--- config.mk ---
export PLATFORM = sky130hd
export DESIGN_NAME = fault_escalation_monitor_core
export DESIGN_NICKNAME = d
export VERILOG_FILES = /design/src/hw/rtl/fem_pkg.sv /design/src/hw/rtl/fem_config.sv /design/src/hw/rtl/fem_grader.sv /design/src/hw/rtl/fem_tracker.sv /design/src/hw/rtl/fault_escalation_monitor_core.sv
export SDC_FILE = /design/constraint.sdc
export NUM_CORES = 1
export LEC_CHECK = 0
export ABC_AREA = 1
export ABC_CLOCK_PERIOD_IN_PS = 7200
export BUFFER_PORTS_ARGS = -buffer_cell sky130_fd_sc_hd__buf_4
export CAP_MARGIN = 20
export CELL_PAD_IN_SITES_DETAIL_PLACEMENT = 1
export CELL_PAD_IN_SITES_GLOBAL_PLACEMENT = 1
export CORE_UTILIZATION = 46
export DETAILED_ROUTE_END_ITERATION = 16
export GPL_TIMING_DRIVEN = 0
export PLACE_DENSITY_LB_ADDON = 0.1
export RECOVER_POWER = 50
export SETUP_SLACK_MARGIN = 0.4
export SLEW_MARGIN = 5
export SYNTH_ARGS = -nofsm -noshare
export SYNTH_HDL_FRONTEND = slang
export SYNTH_SLANG_ARGS = --single-unit
--- constraint.sdc ---
create_clock -name clk -period 7.2 [get_ports clk]
set_clock_uncertainty 0.05 [all_clocks]
set_input_delay 0.36 -clock clk [delete_from_list [all_inputs] [get_ports clk]]
set_output_delay 0.36 -clock clk [all_outputs]
set_load 0.1 [all_outputs]
--- src/hw/rtl/fem_pkg.sv ---
// ---------------------------------------------------------------------------
// Fault escalation monitor package
// Widths, level codes, register indexes and shared structs.
// ---------------------------------------------------------------------------
`default_nettype none

package fem_pkg;

  localparam int SAMPLE_W    = 32;
  localparam int LIMIT_W     = 31;
  localparam int TICK_W      = 16;
  localparam int RUN_W       = 8;
  localparam int CFG_INDEX_W = 3;
  localparam int CFG_DATA_W  = 32;

  typedef logic [1:0]         level_t;
  typedef logic [LIMIT_W-1:0] limit_t;
  typedef logic [TICK_W-1:0]  tick_t;
  typedef logic [RUN_W-1:0]   run_t;

  localparam level_t LVL_NOMINAL   = 2'd0;
  localparam level_t LVL_COMPLIANT = 2'd1;
  localparam level_t LVL_REDUCE    = 2'd2;
  localparam level_t LVL_STOP      = 2'd3;

  localparam logic OP_SAMPLE = 1'b0;
  localparam logic OP_TICK   = 1'b1;

  localparam run_t COMPLIANT_RUN_NEEDED = 8'd3;
  localparam run_t REDUCE_RUN_NEEDED    = 8'd3;
  localparam run_t STOP_RUN_NEEDED      = 8'd2;
  localparam run_t RUN_MAX              = '1;
  localparam tick_t TICK_MAX            = '1;

  typedef enum logic [CFG_INDEX_W-1:0] {
    REG_TORQUE_COMPLIANT = 3'd0,
    REG_TORQUE_REDUCE    = 3'd1,
    REG_TORQUE_STOP      = 3'd2,
    REG_SPEED_COMPLIANT  = 3'd3,
    REG_SPEED_REDUCE     = 3'd4,
    REG_SPEED_STOP       = 3'd5,
    REG_SILENCE_TIMEOUT  = 3'd6,
    REG_STARTUP_GRACE    = 3'd7
  } cfg_reg_t;

  typedef struct packed {
    limit_t torque_compliant;
    limit_t torque_reduce;
    limit_t torque_stop;
    limit_t speed_compliant;
    limit_t speed_reduce;
    limit_t speed_stop;
    tick_t  silence_timeout;
    tick_t  startup_grace;
  } cfg_t;

  typedef struct packed {
    logic   request_valid;
    level_t request_level;
    level_t latched_level;
    logic   watchdog_fired;
    logic   monitoring_active;
    level_t instant_level;
  } result_t;

endpackage

`default_nettype wire

--- src/hw/rtl/fem_config.sv ---
// ---------------------------------------------------------------------------
// Fault escalation monitor: configuration registers
// Limit and tick registers written through the configuration channel.
// ---------------------------------------------------------------------------
`default_nettype none

module fem_config (
  input  logic                           clk,
  input  logic                           rst,
  input  logic                           wr_en,
  input  logic [fem_pkg::CFG_INDEX_W-1:0] wr_index,
  input  logic [fem_pkg::CFG_DATA_W-1:0]  wr_data,
  output fem_pkg::cfg_t                  cfg
);
  import fem_pkg::*;

  cfg_t cfg_regs;
  cfg_reg_t wr_reg;

  assign wr_reg = cfg_reg_t'(wr_index);
  assign cfg    = cfg_regs;

  always_ff @(posedge clk) begin
    if (rst) begin
      cfg_regs.torque_compliant <= LIMIT_W'(131072);
      cfg_regs.torque_reduce    <= LIMIT_W'(196608);
      cfg_regs.torque_stop      <= LIMIT_W'(262144);
      cfg_regs.speed_compliant  <= LIMIT_W'(65536);
      cfg_regs.speed_reduce     <= LIMIT_W'(131072);
      cfg_regs.speed_stop       <= LIMIT_W'(196608);
      cfg_regs.silence_timeout  <= TICK_W'(5);
      cfg_regs.startup_grace    <= TICK_W'(20);
    end else if (wr_en) begin
      unique case (wr_reg)
        REG_TORQUE_COMPLIANT: cfg_regs.torque_compliant <= wr_data[LIMIT_W-1:0];
        REG_TORQUE_REDUCE:    cfg_regs.torque_reduce    <= wr_data[LIMIT_W-1:0];
        REG_TORQUE_STOP:      cfg_regs.torque_stop      <= wr_data[LIMIT_W-1:0];
        REG_SPEED_COMPLIANT:  cfg_regs.speed_compliant  <= wr_data[LIMIT_W-1:0];
        REG_SPEED_REDUCE:     cfg_regs.speed_reduce     <= wr_data[LIMIT_W-1:0];
        REG_SPEED_STOP:       cfg_regs.speed_stop       <= wr_data[LIMIT_W-1:0];
        REG_SILENCE_TIMEOUT:  cfg_regs.silence_timeout  <= wr_data[TICK_W-1:0];
        REG_STARTUP_GRACE:    cfg_regs.startup_grace    <= wr_data[TICK_W-1:0];
        default: ;
      endcase
    end
  end

endmodule

`default_nettype wire

--- src/hw/rtl/fem_grader.sv ---
// ---------------------------------------------------------------------------
// Fault escalation monitor: sample grader
// Grades torque and velocity magnitudes and returns the worse level.
// ---------------------------------------------------------------------------
`default_nettype none

module fem_grader (
  input  logic signed [fem_pkg::SAMPLE_W-1:0] torque,
  input  logic signed [fem_pkg::SAMPLE_W-1:0] speed,
  input  fem_pkg::cfg_t                       cfg,
  output fem_pkg::level_t                     level
);
  import fem_pkg::*;

  logic [SAMPLE_W-1:0] torque_mag;
  logic [SAMPLE_W-1:0] speed_mag;
  level_t torque_level;
  level_t speed_level;

  // Most negative value negates to itself, which is 2^31 read unsigned.
  function automatic logic [SAMPLE_W-1:0] magnitude(logic [SAMPLE_W-1:0] raw);
    return raw[SAMPLE_W-1] ? (~raw + 1'b1) : raw;
  endfunction

  // Highest limit reached wins.
  function automatic level_t grade(logic [SAMPLE_W-1:0] mag, limit_t l1, limit_t l2,
                                   limit_t l3);
    level_t lvl;
    if (mag >= {1'b0, l3})      lvl = LVL_STOP;
    else if (mag >= {1'b0, l2}) lvl = LVL_REDUCE;
    else if (mag >= {1'b0, l1}) lvl = LVL_COMPLIANT;
    else                        lvl = LVL_NOMINAL;
    return lvl;
  endfunction

  always_comb begin
    torque_mag   = magnitude(torque);
    speed_mag    = magnitude(speed);
    torque_level = grade(torque_mag, cfg.torque_compliant, cfg.torque_reduce,
                         cfg.torque_stop);
    speed_level  = grade(speed_mag, cfg.speed_compliant, cfg.speed_reduce,
                         cfg.speed_stop);
    level        = (torque_level >= speed_level) ? torque_level : speed_level;
  end

endmodule

`default_nettype wire

--- src/hw/rtl/fem_tracker.sv ---
// ---------------------------------------------------------------------------
// Fault escalation monitor: escalation tracker
// Run counters, upward-only latch, grace period and silence watchdog.
// ---------------------------------------------------------------------------
`default_nettype none

module fem_tracker (
  input  logic              clk,
  input  logic              rst,
  input  logic              step,
  input  logic              operation,
  input  fem_pkg::level_t   instant_level,
  input  fem_pkg::cfg_t     cfg,
  output fem_pkg::result_t  result
);
  import fem_pkg::*;

  level_t requested_latch, requested_latch_next;
  run_t   compliant_run, compliant_run_next;
  run_t   reduce_run, reduce_run_next;
  run_t   stop_run, stop_run_next;
  logic   grace_active, grace_active_next;
  tick_t  grace_elapsed, grace_elapsed_next;
  logic   seen_sample, seen_sample_next;
  logic   watchdog_latched, watchdog_latched_next;
  tick_t  silence_elapsed, silence_elapsed_next;

  tick_t  silence_inc;
  logic   graded;
  run_t   compliant_base, reduce_base, stop_base;
  level_t latch_base;
  level_t debounced;

  function automatic run_t run_update(run_t run, logic hit);
    run_t r;
    if (!hit)               r = '0;
    else if (run != RUN_MAX) r = run + 1'b1;
    else                    r = run;
    return r;
  endfunction

  always_comb begin
    requested_latch_next  = requested_latch;
    compliant_run_next    = compliant_run;
    reduce_run_next       = reduce_run;
    stop_run_next         = stop_run;
    grace_active_next     = grace_active;
    grace_elapsed_next    = grace_elapsed;
    seen_sample_next      = seen_sample;
    watchdog_latched_next = watchdog_latched;
    silence_elapsed_next  = silence_elapsed;
    silence_inc           = (silence_elapsed != TICK_MAX) ? silence_elapsed + 1'b1
                                                          : silence_elapsed;
    graded                = 1'b0;
    compliant_base        = compliant_run;
    reduce_base           = reduce_run;
    stop_base             = stop_run;
    latch_base            = requested_latch;
    debounced             = LVL_NOMINAL;
    result                = '0;

    if (operation == OP_TICK) begin
      if (grace_active) begin
        if (grace_elapsed != TICK_MAX) grace_elapsed_next = grace_elapsed + 1'b1;
      end else if (seen_sample) begin
        silence_elapsed_next = silence_inc;
        if (silence_inc >= cfg.silence_timeout && !watchdog_latched) begin
          watchdog_latched_next = 1'b1;
          result.watchdog_fired = 1'b1;
          if (requested_latch != LVL_STOP) begin
            requested_latch_next = LVL_STOP;
            result.request_valid = 1'b1;
            result.request_level = LVL_STOP;
          end
        end
      end
    end else begin
      graded = !(grace_active && (grace_elapsed < cfg.startup_grace));
      if (graded) begin
        // First graded sample after grace starts from a clean slate.
        if (grace_active) begin
          compliant_base = '0;
          reduce_base    = '0;
          stop_base      = '0;
          latch_base     = LVL_NOMINAL;
        end
        grace_active_next     = 1'b0;
        seen_sample_next      = 1'b1;
        watchdog_latched_next = 1'b0;
        silence_elapsed_next  = '0;
        compliant_run_next    = run_update(compliant_base, instant_level >= LVL_COMPLIANT);
        reduce_run_next       = run_update(reduce_base, instant_level >= LVL_REDUCE);
        stop_run_next         = run_update(stop_base, instant_level == LVL_STOP);
        if (stop_run_next >= STOP_RUN_NEEDED)                debounced = LVL_STOP;
        else if (reduce_run_next >= REDUCE_RUN_NEEDED)       debounced = LVL_REDUCE;
        else if (compliant_run_next >= COMPLIANT_RUN_NEEDED) debounced = LVL_COMPLIANT;
        else                                                 debounced = LVL_NOMINAL;
        requested_latch_next = latch_base;
        if (debounced > latch_base) begin
          requested_latch_next = debounced;
          result.request_valid = 1'b1;
          result.request_level = debounced;
        end
        result.instant_level = instant_level;
      end
    end

    result.latched_level     = requested_latch_next;
    result.monitoring_active = !grace_active_next;
  end

  always_ff @(posedge clk) begin
    if (rst) begin
      requested_latch  <= LVL_NOMINAL;
      compliant_run    <= '0;
      reduce_run       <= '0;
      stop_run         <= '0;
      grace_active     <= 1'b1;
      grace_elapsed    <= '0;
      seen_sample      <= 1'b0;
      watchdog_latched <= 1'b0;
      silence_elapsed  <= '0;
    end else if (step) begin
      requested_latch  <= requested_latch_next;
      compliant_run    <= compliant_run_next;
      reduce_run       <= reduce_run_next;
      stop_run         <= stop_run_next;
      grace_active     <= grace_active_next;
      grace_elapsed    <= grace_elapsed_next;
      seen_sample      <= seen_sample_next;
      watchdog_latched <= watchdog_latched_next;
      silence_elapsed  <= silence_elapsed_next;
    end
  end

endmodule

`default_nettype wire

--- src/hw/rtl/fault_escalation_monitor_core.sv ---
// ---------------------------------------------------------------------------
// Fault escalation monitor core
// Escalation monitor for torque and joint velocity samples with watchdog.
// ---------------------------------------------------------------------------
// Usage:
//   Input channel (in_valid/in_ready) carries one item per transfer: a status
//   sample (operation 0, signed Q16.16 torque and velocity) or a 100 ms time
//   tick (operation 1). Every item yields exactly one result transfer on the
//   output channel (out_valid/out_ready).
//   Each item waits in the input register, then moves to the result register,
//   which raises out_valid. Throughput: one item per cycle unless the
//   receiver stalls; grading, run counters and latch update sit in one
//   combinational step between the two registers.
//   When the receiver stalls, the result register holds and the input
//   register takes one more item; in_ready then drops until out_ready returns.
//   Configuration: cfg_valid/cfg_ready with cfg_index and cfg_data, always
//   ready; write only while no item is in flight.
//   Reset (rst, synchronous) empties both registers, restores all limits to
//   their defaults, restarts the grace period and clears the latch.
// ---------------------------------------------------------------------------
`default_nettype none

module fault_escalation_monitor_core (
  input  logic                            clk,
  input  logic                            rst,
  input  logic                            in_valid,
  output logic                            in_ready,
  input  logic                            operation,
  input  logic signed [fem_pkg::SAMPLE_W-1:0] torque_sample,
  input  logic signed [fem_pkg::SAMPLE_W-1:0] speed_sample,
  output logic                            out_valid,
  input  logic                            out_ready,
  output logic                            request_valid,
  output fem_pkg::level_t                 request_level,
  output fem_pkg::level_t                 latched_level,
  output logic                            watchdog_fired,
  output logic                            monitoring_active,
  output fem_pkg::level_t                 instant_level,
  input  logic                            cfg_valid,
  output logic                            cfg_ready,
  input  logic [fem_pkg::CFG_INDEX_W-1:0] cfg_index,
  input  logic [fem_pkg::CFG_DATA_W-1:0]  cfg_data
);
  import fem_pkg::*;

  logic                       in_full;
  logic                       op_q;
  logic signed [SAMPLE_W-1:0] torque_q;
  logic signed [SAMPLE_W-1:0] speed_q;
  logic                       advance;
  cfg_t                       cfg;
  level_t                     graded_level;
  result_t                    result;
  result_t                    result_q;

  assign cfg_ready = 1'b1;
  assign advance   = in_full && (!out_valid || out_ready);
  assign in_ready  = !in_full || advance;

  fem_config u_config (
    .clk      (clk),
    .rst      (rst),
    .wr_en    (cfg_valid && cfg_ready),
    .wr_index (cfg_index),
    .wr_data  (cfg_data),
    .cfg      (cfg)
  );

  fem_grader u_grader (
    .torque (torque_q),
    .speed  (speed_q),
    .cfg    (cfg),
    .level  (graded_level)
  );

  fem_tracker u_tracker (
    .clk           (clk),
    .rst           (rst),
    .step          (advance),
    .operation     (op_q),
    .instant_level (graded_level),
    .cfg           (cfg),
    .result        (result)
  );

  // Input register: load on transfer, drain when the result stage moves.
  always_ff @(posedge clk) begin
    if (rst) begin
      in_full <= 1'b0;
    end else if (in_valid && in_ready) begin
      in_full <= 1'b1;
    end else if (advance) begin
      in_full <= 1'b0;
    end
  end

  always_ff @(posedge clk) begin
    if (in_valid && in_ready) begin
      op_q     <= operation;
      torque_q <= torque_sample;
      speed_q  <= speed_sample;
    end
  end

  // Result register: hold while the receiver stalls.
  always_ff @(posedge clk) begin
    if (rst) begin
      out_valid <= 1'b0;
    end else if (advance) begin
      out_valid <= 1'b1;
    end else if (out_ready) begin
      out_valid <= 1'b0;
    end
  end

  always_ff @(posedge clk) begin
    if (advance) begin
      result_q <= result;
    end
  end

  assign request_valid     = result_q.request_valid;
  assign request_level     = result_q.request_level;
  assign latched_level     = result_q.latched_level;
  assign watchdog_fired    = result_q.watchdog_fired;
  assign monitoring_active = result_q.monitoring_active;
  assign instant_level     = result_q.instant_level;

endmodule

`default_nettype wire

==> qor.csv <==
metric;value;unit
rsz0062_at_grt;false;
ff_latch_area;0.00785;mm2
rows;76;
synth_xor_area_share;3.24;%
synth_ff_type;dfxtp_1;
fmax;152;MHz
firstDrtPassIters;5;
synthSimpleGateAreaFrac;15.2;%
cts_buffer_depth;3;
grt_first_pass_wirelength;104000;um
route.detailed.drc;0;
clock_latency;0.58;ns
synthAdderAreaFrac;14.1;%
ys_seq_area_share;38.7;%
final_common_cell;inv_1;
dp_slack;-0.386;ns
leakage;0.0101;uW
multi_input_area;0.0107;mm2
cpPeakStageDelay;0.41;ns
numClockSinks;355;
crit_slowest_cell;edfxtp_1;
grt_pass1_vias;19800;
dieArea;0.0449;mm2
cts_root_buffer;clkbuf_16;
setup_violations;0;
cp-end-kind;register;
pwr_density_cell;216;mW/mm2
setup_ws;0.624;ns
ys_types;52;
vias_per_cell;5.44;
synth_area;0.0203;mm2
grt_max_degree;66;
layout.nets;3204;
layout_common_cells;inv_1, a21oi_1, nand2_1, dfxtp_1, o21ai_0;
crit_fanout;4;
hold_class;primary input to register;
core_region_area;0.0433;mm2
grtUsageTotal;29.7;%
antenna_cells;0;
wire_per_inst;19.3;um
syn_inst;2627;
start_kind;register;
post-route-util;56.3;%
worstMarginPinSlew;1.18;ns
die_height;212;um
path_common_cell;nand2_1;
dieWidth;212;um
synth.mux.area_fraction;0;%
vdd_drop_max;0.227;mV
clk_pin_slew_worst_paths;0.06;ns
cp.required;7.47;ns
cp_top_family;simple AND/OR/NAND/NOR gates;
globalplace.congestion;0.891;
synth_warnings;0;
vias;19000;
synth-seq-cells;355;
slew_headroom;22.0;%
hold_slack;0.0303;ns
slew_violations;0;
outcome;finished, final reports clean;
initial_utilization;46.9;%
drt_iter0_drc;922;
crit_type;register to register;
hpwlAfterDp;48600;um
maxCapViolCount;0;
synth_top_family_by_area;compound AO/OA/AOI/OAI gates;
hold_viol_final;0;
port_buffers;112;
nFillCells;5377;
synthArstFlopShare;0;%
wirelength;67200;um
grt.overflow.total;0;
numCtsBuffers;43;
io-pin-count;117;
drive_gt1_share;9.65;%
ant_nets;0;
area_growth;20.1;%
cts_max_level;2;
synth_nets;2961;
cts_tree;done;
synth-edff-count;74;
fin_crit_sh;91.3;%
critPathBufInv;4;
synth.avg_cell_area;7.72;um2
critical_path_arrival;6.85;ns
finalCriticalPeriod;6.58;ns
grt_antenna_before_repair;0;
synth-compound-area-share;18.5;%
==> final timing paths <==
check / start / to / slack (ns) / cells past startpoint
max: torque_q[0] / latched_level[0] / 0.62 / 39
min: out_ready / out_valid / 0.03 / 4
max reg2reg: torque_q[0] / latched_level[0] / 0.62 / 39
min reg2reg: u_config.cfg[153] / u_config.cfg[153] / 0.41 / 2
==> tightest hold or removal path, stage by stage <==
cell     delay, ns
buf_4         0.08
inv_1         0.04
nand2_1       0.07
a21oi_1       0.06
==> stage by stage <==
| stage | cell area [um2] | TNS, ns | std cells | total power [uW] |
|---|---|---|---|---|
| after global placement | 21900 | -0.0614 | 3324 | 2990 |
| after global routing | 24400 | 0 | 3487 | 5470 |
| after detailed placement | 21900 | -1.15 | 3324 | 3050 |
| after floorplan | 20300 | 0 | 2627 | 2740 |
| after CTS | 24100 | 0 | 3475 | 5240 |
| final | 24400 | 0 | 3487 | 5250 |
==> sequential cells by signal, summed over array words and instances, names as in the netlist, 2 cells and up <==
| signal | count |
|---|---|
| u_tracker.stop_run | 8 |
| u_config.cfg | 218 |
| u_tracker.grace_elapsed | 16 |
| u_tracker.requested_latch | 2 |
| instant_level | 2 |
| u_tracker.reduce_run | 8 |
| u_tracker.silence_elapsed | 16 |
| u_tracker.compliant_run | 8 |
| torque_q | 32 |
| speed_q | 32 |
| latched_level | 2 |
| request_level | 2 |
==> routing by layer <==
layer	vias to the layer above	GRT usage [%]	wire length [um]
li1	9195	-	-
met2	330	54.6	34600
met1	9319	35.4	28400
met4	0	11.0	2130
met3	125	3.13	2140
met5	-	0	0
==> where the power goes <==
part | internal, uW | switching, uW
Clock | 1240 | 882
Sequential | 2110 | 37.7
Combinational | 359 | 620
==> cell usage after synthesis (2+ instances only) <==
cell	number	share of area (%)
buf_1	3	0.056
nand3_1	60	1.5
o31a_1	2	0.086
nor2_4	3	0.17
a21oi_1	351	8.7
buf_2	4	0.099
and2_1	2	0.062
inv_2	5	0.093
ha_1	229	14
nand3_2	2	0.099
nor3_2	4	0.20
nand4_1	25	0.77
clkbuf_1	83	1.5
nor4_1	8	0.25
a211oi_1	28	1.0
dfxtp_1	281	28
inv_1	456	8.4
nor2_2	6	0.19
o41ai_1	2	0.086
nor3b_1	4	0.15
and3_1	6	0.19
a21oi_2	4	0.17
xnor2_1	15	0.65
o211ai_1	17	0.63
or2_2	3	0.093
o21bai_1	5	0.19
o21a_1	7	0.26
nand2_1	335	6.2
nor3_1	62	1.5
nand2_2	6	0.19
o31ai_1	8	0.30
o21ai_0	272	6.7
edfxtp_1	74	11
nor2_1	174	3.2
nand3b_1	5	0.19
xor2_1	60	2.6
==> cells by family (layout without fill, tap and decap cells) <==
logic type	after synthesis	in the layout
other	1	1
xor gates and xnor gates	75	75
and+or+nand+nor	708	708
buffers and inverters	554	829
DFF	355	355
adders and majority gates	229	229
AOI/OAI and AO/OA	705	705
==> cell type report <==
class | instances | share of cell area (%)
multi-input combinational | 1718 | 44.0
sequential | 355 | 32.2
inverter | 462 | 7.17
timing repair buffer | 198 | 6.59
clock buffer | 69 | 5.41
tap | 585 | 3.00
buffer | 92 | 1.46
clock inverter | 8 | 0.144
==> what timing repair did <==
item,CTS,global route
gates resized for setup,33,55
endpoints found under the setup margin,7,7
pin swaps,21,32
buffers inserted,8,12
hold endpoints to repair,67,0
hold buffers,66,0
No activity file was read; power rests on OpenSTA's default activity.
